**config.mk**
```make
export PLATFORM = sky130hd
export DESIGN_NAME = biphasic_pulse_pair_generator
export DESIGN_NICKNAME = d
export VERILOG_FILES = /design/src/sv/bppg_pkg.sv /design/src/sv/biphasic_pulse_pair_generator.sv
export SDC_FILE = /design/constraint.sdc
export NUM_CORES = 1
export LEC_CHECK = 0
export BUFFER_PORTS_ARGS = -buffer_cell sky130_fd_sc_hd__buf_2
export CELL_PAD_IN_SITES_DETAIL_PLACEMENT = 1
export CELL_PAD_IN_SITES_GLOBAL_PLACEMENT = 2
export CORE_MARGIN = 5
export CORE_UTILIZATION = 39
export DETAILED_ROUTE_END_ITERATION = 8
export GPL_TIMING_DRIVEN = 0
export PLACE_DENSITY = 0.77
export SYNTH_ARGS = -nofsm -noshare
export SYNTH_HDL_FRONTEND = slang
export SYNTH_SLANG_ARGS = --single-unit
```
**constraint.sdc**
```tcl
create_clock -name clk_i -period 7 [get_ports clk_i]
set_clock_uncertainty 0.1 [all_clocks]
set_input_delay 1.4 -clock clk_i [delete_from_list [all_inputs] [get_ports clk_i]]
set_output_delay 1.4 -clock clk_i [all_outputs]
set_load 0.005 [all_outputs]
```
**src/sv/bppg_pkg.sv**
```systemverilog
`default_nettype none

package bppg_pkg;

  // Field and register widths
  localparam int PeriodW = 24;
  localparam int PulseW  = 24;
  localparam int GapW    = 16;
  localparam int CfgW    = 24;
  localparam int CfgIdxW = 2;

  // Down-counter width default
  localparam int CountBitsDef = 24;

  // Register reset values
  localparam logic [PeriodW-1:0] PeriodRst = PeriodW'(10000);
  localparam logic [PulseW-1:0]  PulseRst  = PulseW'(100);
  localparam logic [GapW-1:0]    GapRst    = GapW'(20);

  // Register indexes on the configuration port
  typedef enum logic [CfgIdxW-1:0] {
    REG_PERIOD = 2'd0,
    REG_PULSE  = 2'd1,
    REG_GAP    = 2'd2
  } reg_idx_e;

  // Result beat layout, highest bit first
  typedef struct packed {
    logic [3:0] pad;
    logic       pulse_fitted;
    logic       period_start;
    logic       second_level;
    logic       first_level;
  } result_t;

endpackage

`default_nettype wire

```
**src/sv/biphasic_pulse_pair_generator.sv**
```systemverilog
`default_nettype none

// Result register: a tick beat accepted at a clock edge shows its result beat in the next cycle.
// Throughput: one tick beat per cycle; s_axis_tready drops only while a result
//   beat is held and m_axis_tready is low (the result register is the only stage).
// Reset: rst_ni (async, active low) clears the phase, counter and output valid,
//   and loads period 10000, pulse 100, gap 20 ticks.
module biphasic_pulse_pair_generator #(
  parameter int COUNT_BITS = bppg_pkg::CountBitsDef
) (
  input  wire logic                         clk_i,
  input  wire logic                         rst_ni,
  // tick stream
  input  wire logic                         s_axis_tvalid,
  output logic                              s_axis_tready,
  input  wire logic [7:0]                   s_axis_tdata,  // [0] run, [7:1] zero
  // result stream
  output logic                              m_axis_tvalid,
  input  wire logic                         m_axis_tready,
  output logic [7:0]                        m_axis_tdata,  // [0] first_level,
                                                           // [1] second_level,
                                                           // [2] period_start,
                                                           // [3] pulse_fitted
  // configuration writes
  input  wire logic                         cfg_we_i,
  input  wire logic [bppg_pkg::CfgIdxW-1:0] cfg_idx_i,
  input  wire logic [bppg_pkg::CfgW-1:0]    cfg_data_i
);

  localparam int LenW = (COUNT_BITS > bppg_pkg::PeriodW) ? COUNT_BITS : bppg_pkg::PeriodW;
  localparam logic [COUNT_BITS-1:0] CntMax = '1;
  localparam int SumW = bppg_pkg::PulseW + 2;

  typedef enum logic [2:0] {
    PH_IDLE   = 3'd0,
    PH_FIRST  = 3'd1,
    PH_GAP    = 3'd2,
    PH_SECOND = 3'd3,
    PH_REST   = 3'd4
  } phase_e;

  // Phase length load: zero lasts one tick, long lengths saturate
  function automatic logic [COUNT_BITS-1:0] load_len(input logic [bppg_pkg::PeriodW-1:0] len);
    logic [LenW-1:0]       len_x;
    logic [COUNT_BITS-1:0] res;
    len_x = LenW'(len);
    if (len == '0) begin
      res = COUNT_BITS'(1);
    end else if (len_x > LenW'(CntMax)) begin
      res = CntMax;
    end else begin
      res = COUNT_BITS'(len_x);
    end
    return res;
  endfunction

  logic [bppg_pkg::PeriodW-1:0] period_q;
  logic [bppg_pkg::PulseW-1:0]  pulse_q;
  logic [bppg_pkg::GapW-1:0]    gap_q;

  phase_e                       phase_q, phase_d;
  logic [COUNT_BITS-1:0]        remaining_q, remaining_d;
  logic [bppg_pkg::PulseW-1:0]  fitted_q, fitted_d;

  logic                         out_valid_q;
  bppg_pkg::result_t            out_data_q, out_data_d;

  logic                         accept;
  logic                         run;

  // Fit check and fitted pulse from the live registers
  logic [SumW-1:0]              need_sum;
  logic                         needs_fit;
  logic [bppg_pkg::PeriodW-1:0] period_less_gap;
  logic [bppg_pkg::PulseW-1:0]  fit_pulse;

  // Rest length from the latched pulse
  logic [SumW-1:0]              used;
  logic [SumW-1:0]              rest_diff;
  logic [bppg_pkg::PeriodW-1:0] rest_len;

  // Effective phase and count for this tick
  phase_e                       ph;
  logic [COUNT_BITS-1:0]        rem;
  logic                         start;

  assign accept        = s_axis_tvalid && s_axis_tready;
  assign s_axis_tready = !out_valid_q || m_axis_tready;
  assign m_axis_tvalid = out_valid_q;
  assign m_axis_tdata  = out_data_q;
  assign run           = s_axis_tdata[0];

  assign need_sum        = {1'b0, pulse_q, 1'b0} + SumW'(gap_q);
  assign needs_fit       = need_sum >= SumW'(period_q);
  assign period_less_gap = period_q - bppg_pkg::PeriodW'(gap_q);

  always_comb begin
    if (!needs_fit) begin
      fit_pulse = pulse_q;
    end else if (period_q > bppg_pkg::PeriodW'(gap_q)) begin
      fit_pulse = bppg_pkg::PulseW'(period_less_gap >> 1);
    end else begin
      fit_pulse = '0;
    end
  end

  assign used      = {1'b0, fitted_q, 1'b0} + SumW'(gap_q);
  assign rest_diff = SumW'(period_q) - used;
  assign rest_len  = (used < SumW'(period_q)) ? rest_diff[bppg_pkg::PeriodW-1:0] : '0;

  // Next state and result for one tick
  always_comb begin
    fitted_d   = fitted_q;
    ph         = phase_q;
    rem        = remaining_q;
    start      = 1'b0;
    phase_d    = PH_IDLE;
    remaining_d = '0;
    out_data_d = '0;
    out_data_d.pulse_fitted = needs_fit;

    if (run) begin
      if (phase_q != PH_FIRST && phase_q != PH_GAP &&
          phase_q != PH_SECOND && phase_q != PH_REST) begin
        fitted_d = fit_pulse;
        ph       = PH_FIRST;
        rem      = load_len(fit_pulse);
        start    = 1'b1;
      end
      out_data_d.first_level  = (ph == PH_FIRST);
      out_data_d.second_level = (ph == PH_SECOND);
      out_data_d.period_start = start;

      if (rem <= COUNT_BITS'(1)) begin
        case (ph)
          PH_FIRST: begin
            phase_d     = PH_GAP;
            remaining_d = load_len(bppg_pkg::PeriodW'(gap_q));
          end
          PH_GAP: begin
            phase_d     = PH_SECOND;
            remaining_d = load_len(fitted_q);
          end
          PH_SECOND: begin
            phase_d     = PH_REST;
            remaining_d = load_len(rest_len);
          end
          default: begin
            phase_d     = PH_IDLE;
            remaining_d = '0;
          end
        endcase
      end else begin
        phase_d     = ph;
        remaining_d = rem - COUNT_BITS'(1);
      end
    end
  end

  // Configuration registers
  always_ff @(posedge clk_i or negedge rst_ni) begin
    if (!rst_ni) begin
      period_q <= bppg_pkg::PeriodRst;
      pulse_q  <= bppg_pkg::PulseRst;
      gap_q    <= bppg_pkg::GapRst;
    end else if (cfg_we_i) begin
      case (cfg_idx_i)
        bppg_pkg::REG_PERIOD: period_q <= cfg_data_i[bppg_pkg::PeriodW-1:0];
        bppg_pkg::REG_PULSE:  pulse_q  <= cfg_data_i[bppg_pkg::PulseW-1:0];
        bppg_pkg::REG_GAP:    gap_q    <= cfg_data_i[bppg_pkg::GapW-1:0];
        default: ;
      endcase
    end
  end

  // Phase state, advanced once per accepted tick
  always_ff @(posedge clk_i or negedge rst_ni) begin
    if (!rst_ni) begin
      phase_q     <= PH_IDLE;
      remaining_q <= '0;
      fitted_q    <= '0;
    end else if (accept) begin
      phase_q     <= phase_d;
      remaining_q <= remaining_d;
      fitted_q    <= fitted_d;
    end
  end

  // Result register
  always_ff @(posedge clk_i or negedge rst_ni) begin
    if (!rst_ni) begin
      out_valid_q <= 1'b0;
    end else if (accept) begin
      out_valid_q <= 1'b1;
    end else if (m_axis_tready) begin
      out_valid_q <= 1'b0;
    end
  end

  always_ff @(posedge clk_i) begin
    if (accept) begin
      out_data_q <= out_data_d;
    end
  end

endmodule

`default_nettype wire

```
# Yosys cells after proc, flatten, opt, wreduce, memory -nomap -nowiden
# Cells that the tools add are included.
# word_totals
elab_cells	71
out_inout_bits	10
reg_bits	120
# classes
n_reduce_logical	16
magnitude_cmp	7
eq_ne	9
add_sub_neg	5
muxes	23
# op_table
cell	n
two-way mux 24 bit	12
greater-than comparator 24 bit (second input constant)	3
zero test 24 bit	3
one-hot mux 24 bit (3 select lines)	1
adder 25 x 16 -> 26 bit	2
>= comparator 26 x 24 -> 1 bit	1
< comparator 26 x 24 -> 1 bit	1
greater-than comparator 24 x 16 -> 1 bit	1
less-or-equal comparator 24 x 1 -> 1 bit (second input constant)	1
subtractor 24 x 1 -> 24 bit (second input constant)	1
subtractor 24 x 16 -> 24 bit	1
subtractor 24 bit	1
two-way mux 23 bit	1
zero test 16 bit	1
two-way mux 16 bit	1
two-way mux 3 bit	4
one-hot mux 3 bit (3 select lines)	1
equality test 3 x 2 -> 1 bit (second input constant)	2
inequality test 3 x 2 -> 1 bit (second input constant)	2
AND reduction 2 bit	3
logical AND 1 bit	4
equality test 3 x 1 -> 1 bit (second input constant)	1
two-way mux 1 bit	3
inequality test 3 x 1 -> 1 bit (second input constant)	1
8 further kinds	8

# Longest topological paths before layout
# logic_depth
word_depth	11
mapped_depth	29

# Least setup slack after synthesis
# Ideal clock, no wire load.
# synth_timing
path_type	reg2reg
from	reg gap_q[2] in the netlist's numbering
to	reg remaining_q[18]
n_path_buf	2
synth_period_minus_slack_ns	6.059
setup_slack_ns	0.941
arrival_ns	5.837
required_ns	6.778
path_stages_with_launch	28
cell_sequence	dfstp_2 inv_1 fa_1 nor2b_1 o31a_1 o21ai_1 a21oi_1 or2_2 and2_1 nand4_1 xnor2_1 ha_1 nand2_1 nor2_1 a2111oi_0 nor2_1 or4_4 clkbuf_1 nor4_1 a211oi_1 or2_2 ha_1 nand3_1 o21ai_0 nand3_2 buf_2 o211ai_1 a32o_1
# synth_between
elab_chain_len	11
word_cells_on_any_way	25
# synth_rtl
element	line_no	rtl
from (decl)	biphasic_pulse_pair_generator.sv:59	logic [bppg_pkg::GapW-1:0] gap_q;
from (signal assigned)	biphasic_pulse_pair_generator.sv:165	gap_q <= bppg_pkg::GapRst;
from (signal assigned)	biphasic_pulse_pair_generator.sv:170	bppg_pkg::REG_GAP: gap_q <= cfg_data_i[bppg_pkg::GapW-1:0];
adder 25 x 16 -> 26 bit (tied with other cells)	biphasic_pulse_pair_generator.sv:93	assign need_sum = {1'b0, pulse_q, 1'b0} + SumW'(gap_q);
>= comparator 26 x 24 -> 1 bit or two-way mux 23 bit (tied branches)	biphasic_pulse_pair_generator.sv:94, biphasic_pulse_pair_generator.sv:100	
two-way mux 24 bit	biphasic_pulse_pair_generator.sv:98	if (!needs_fit) begin
greater-than comparator 24 bit	biphasic_pulse_pair_generator.sv:49	end else if (len_x > LenW'(CntMax)) begin
two-way mux 24 bit	biphasic_pulse_pair_generator.sv:49	
two-way mux 24 bit	biphasic_pulse_pair_generator.sv:47	if (len == '0) begin
two-way mux 24 bit	biphasic_pulse_pair_generator.sv:123	if (phase_q != PH_FIRST && phase_q != PH_GAP &&
two-way mux 24 bit	biphasic_pulse_pair_generator.sv:122	if (run) begin
subtractor 24 x 1 -> 24 bit or less-or-equal comparator 24 x 1 -> 1 bit (tied branches)	biphasic_pulse_pair_generator.sv:155, biphasic_pulse_pair_generator.sv:134	
two-way mux 24 bit (*)	biphasic_pulse_pair_generator.sv:134	if (rem <= COUNT_BITS'(1)) begin
two-way mux 24 bit (*)	biphasic_pulse_pair_generator.sv:122	
to (signal assigned)	biphasic_pulse_pair_generator.sv:184	remaining_q <= remaining_d;
to (decl)	biphasic_pulse_pair_generator.sv:62	logic [COUNT_BITS-1:0] remaining_q, remaining_d;
# Every way passes the cells marked *; elsewhere a longest branch is shown, timed or not. The select of a mux whose other input is x is not followed.
# A chain may end at the register's enable or synchronous reset.

# Worst setup path in the final report
# layout_timing
from	reg pulse_q[0] in the netlist's numbering
to	reg remaining_q[11]
# layout_between
elab_chain_len	11
word_cells_on_any_way	13
# layout_rtl
element	line_no	rtl
from (decl)	biphasic_pulse_pair_generator.sv:58	logic [bppg_pkg::PulseW-1:0] pulse_q;
from (signal assigned)	biphasic_pulse_pair_generator.sv:164	pulse_q <= bppg_pkg::PulseRst;
from (signal assigned)	biphasic_pulse_pair_generator.sv:169	bppg_pkg::REG_PULSE: pulse_q <= cfg_data_i[bppg_pkg::PulseW-1:0];
adder 25 x 16 -> 26 bit	biphasic_pulse_pair_generator.sv:93	
>= comparator 26 x 24 -> 1 bit	biphasic_pulse_pair_generator.sv:94	assign needs_fit = need_sum >= SumW'(period_q);
two-way mux 24 bit (*)	biphasic_pulse_pair_generator.sv:98	
greater-than comparator 24 bit	biphasic_pulse_pair_generator.sv:49	
two-way mux 24 bit	biphasic_pulse_pair_generator.sv:49	
two-way mux 24 bit (*)	biphasic_pulse_pair_generator.sv:47	
two-way mux 24 bit (*)	biphasic_pulse_pair_generator.sv:123	
two-way mux 24 bit (*)	biphasic_pulse_pair_generator.sv:122	
subtractor 24 x 1 -> 24 bit or less-or-equal comparator 24 x 1 -> 1 bit (tied branches)	biphasic_pulse_pair_generator.sv:155, biphasic_pulse_pair_generator.sv:134	
two-way mux 24 bit (*)	biphasic_pulse_pair_generator.sv:134	
two-way mux 24 bit (*)	biphasic_pulse_pair_generator.sv:122	
# Marked as above.

==> metrics <==
first-pass GRT wire length about 74000 um; EDFF count, synth 4; TritonRoute pass-1 iters 5; post-DR wirelength/cell approximately 27 um; endpoints failing setup 0; area occupied by multi-input gates ~8300 um^2; Period Utilization, post-route between 90 and 100%; Starting Density 39.49%; HP Class reg2reg; Post-Syn Area 11670 um^2; Core Region ~30000 um^2; WP data arrival 6.96 ns; CP Max Fanout 10; TritonCTS Buffers 17; Worst Max-Slew Pin Slew 1.148 ns; DR iter-0 viols 873; Max Slew Vio Count 0; num ports a little under 50; initial antenna violation count 3; Worst VDD drop 0.0002421 V; Die Ht 183.0 um; ys async rst share 96.67%; ANT nets after route 0; Global Route Usage Sum just under 30%; nets 1631; Hold Worst Slack 0.4010 ns; Worst setup EP type flip-flop; gr ovfl total 0; Clock Pin Slew Worst Setup and Hold Paths 0.06 ns; Clock Latency Late Sink about 0.45 ns; ANT cells 0; largest net degree at the start of global routing 65; synth warn 0; element type at the critical path start flip-flop; MaxCap Viol Count 0; CTS Root Cell clkbuf_16; share of cells above drive strength 1 ~15%; syn_area_per_cell 8.350 um^2; cell row count 63; WL met2 23250 um; WL final slightly below 50000 um; placed cells 1829; most numerous cell in the Yosys netlist nand2_1; Hold Fails Final Rpt 0; Yosys top cell area share between 20% and 30%; status finished, final reports clean; Pwr Density around 500 nW/um^2; clock sink count 120; Final Cell Area around 13000 um^2; maximum root-to-sink buffer count 2; post-synth cell types 84; DP Wirelength a little over 40000 um; WS Path Type reg2reg; Seq/Total Area, Yosys 26.00%; Crit path required time approximately 7.2 ns; number of global-route vias before repair about 12000; leakage dissipation a little under 0.006 uW; Port Buf Inserts 37; dominant synthesized flop cell dfrtp_1; FMAX about 150 MHz; DR WL met3 between 2000 and 3000 um; area grow syn2layout 14.14%; vias after detailed routing approximately 12000; die width approximately 180 um; area leader, netlist dfrtp_1; top sig layer met5; H-tree levels 4; die area between 30000 and 40000 um^2; drt via density a little over 6; Post-synth top cells nand2_1 (130), ha_1 (116), dfrtp_1 (106), o21ai_0 (104), a21oi_1 (97); M1 WL about 22000 um; min cycle time layout between 6 and 7 ns; overall power 6607 uW; relative slew slack between 20% and 30%; GPL Wtd Cong between 0.9 and 1; Syn Inst Count between 1000 and 1500; area of placed instances ~12000 um^2; Yosys reg bits 120; final std cells w/o fill 1874; CTS tree done; Area contributors post-synth dfrtp_1 (23%), ha_1 (12%), xnor2_1 (5.0%), o21ai_0 (4.5%), nand2_1 (4.2%); fillers about 3600; drc violations 0; sequential cell area around 3000 um^2
## what timing repair did
item | 4_1_cts | 5_1_grt
gates resized for setup | 38 | 23
buffers inserted | 4 | 10
hold endpoints to repair | 0 | 0
pin swaps | 4 | 9
hold buffers | 0 | 0
endpoints found under the setup margin | 27 | 28
## cells in the final DEF, fill, tap and decap left out, types with 12 or more instances in the layout
cell type and count:
dfrtp_1 103, xor2_1 27, nand2_1 130, clkbuf_16 17, nand3_1 36, and2_1 15, a222oi_1 15, nor4_1 25
a211oi_1 14, o21a_1 13, mux2i_1 19, xnor2_1 65, o211ai_1 17, a21o_1 38, buf_4 20, a21oi_1 90
ha_1 115, nor3_1 34, nor2_1 59, nor2b_1 12, a22o_1 14, buf_2 40, mux2_2 41, inv_1 93
clkbuf_1 44, nand4_1 29, o21ai_0 101
## critical path: stages, from the launching register on
cell	delay, ns
dfrtp_2	0.45
ha_1	0.24
inv_1	0.07
fa_1	0.40
nor2b_1	0.19
o31a_1	0.27
o21ai_2	0.13
a21oi_2	0.22
or2_2	0.15
and2_2	0.21
nand4_1	0.13
xnor2_1	0.16
ha_1	0.35
nand4_1	0.13
a21oi_2	0.29
o21ai_0	0.18
a21oi_2	0.31
or4_4	0.22
clkbuf_2	0.26
nor4_1	0.14
a221oi_4	0.37
o211ai_1	0.20
or3_1	0.34
clkbuf_2	0.17
or4_1	0.53
nand3_1	0.10
o211ai_1	0.10
a22o_1	0.20
## metrics by stage
stage          TNS (ns)  util, %  setup WS [ns]
2_1_floorplan         0        -         0.9413
6_report              0    45.08         0.2775
3_5_place_dp     -23.77    41.92         -1.084
3_3_place_gp     -23.16    41.81         -1.076
5_1_grt         -0.2323    45.08        -0.1066
4_1_cts               0    44.50       0.007617
## cells by family after synthesis
logic type,count (synthesis),synth area share [%]
compound gates,424,24.35
xor+xnor,95,7.192
fa+ha+maj,120,13.12
buf+inv,159,5.359
flops,120,26.00
mux,60,5.584
other cells,1,0.03212
simple gates,419,18.36
## where the power goes
group	total, uW	leakage, uW	internal (uW)	switching, uW
logic	4530	0.00420	1710	2820
clock network	881	0.000276	536	345
registers	1200	0.00146	886	312
total	6610	0.00594	3130	3480
## state kept, by name, summed over array words and instances (netlist names)
register / flops
m_axis_tvalid: 1
remaining_q: 24
pulse_q: 24
m_axis_tdata: 4
phase_q: 3
period_q: 24
fitted_q: 24
gap_q: 16
## area by class of cell
type                            count  share of cell area, %
Multi-Input combinational cell   1122                  62.02
Sequential cell                   120                  22.81
Tap cell                          390                  3.662
Clock buffer                       22                  3.484
Inverter                           95                  2.695
Timing Repair Buffer               52                  2.432
Buffer                             64                  2.141
Clock inverter                      9                 0.7512
## worst paths after layout
| kind | startpoint | depth (start not counted) | to | slack, ns |
|---|---|---|---|---|
| max | pulse_q[0] | 27 | remaining_q[11] | 0.28 |
| min | remaining_q[19] | 2 | remaining_q[19] | 0.40 |
| max reg2reg | pulse_q[0] | 27 | remaining_q[11] | 0.28 |
| min reg2reg | remaining_q[19] | 2 | remaining_q[19] | 0.40 |
| max in group asynchronous | rst_ni | 2 | pulse_q[2] | 5.18 |
| min in group asynchronous | rst_ni | 1 | fitted_q[15] | 0.83 |
## routing by layer
layer / vias up / global-route usage (%)
met2: 329 / 48.58
li1: 5303 / -
met3: 81 / 5.553
met5: - / 0
met4: 2 / 9.118
met1: 5845 / 38.90
(Power assumes the default switching activity.)
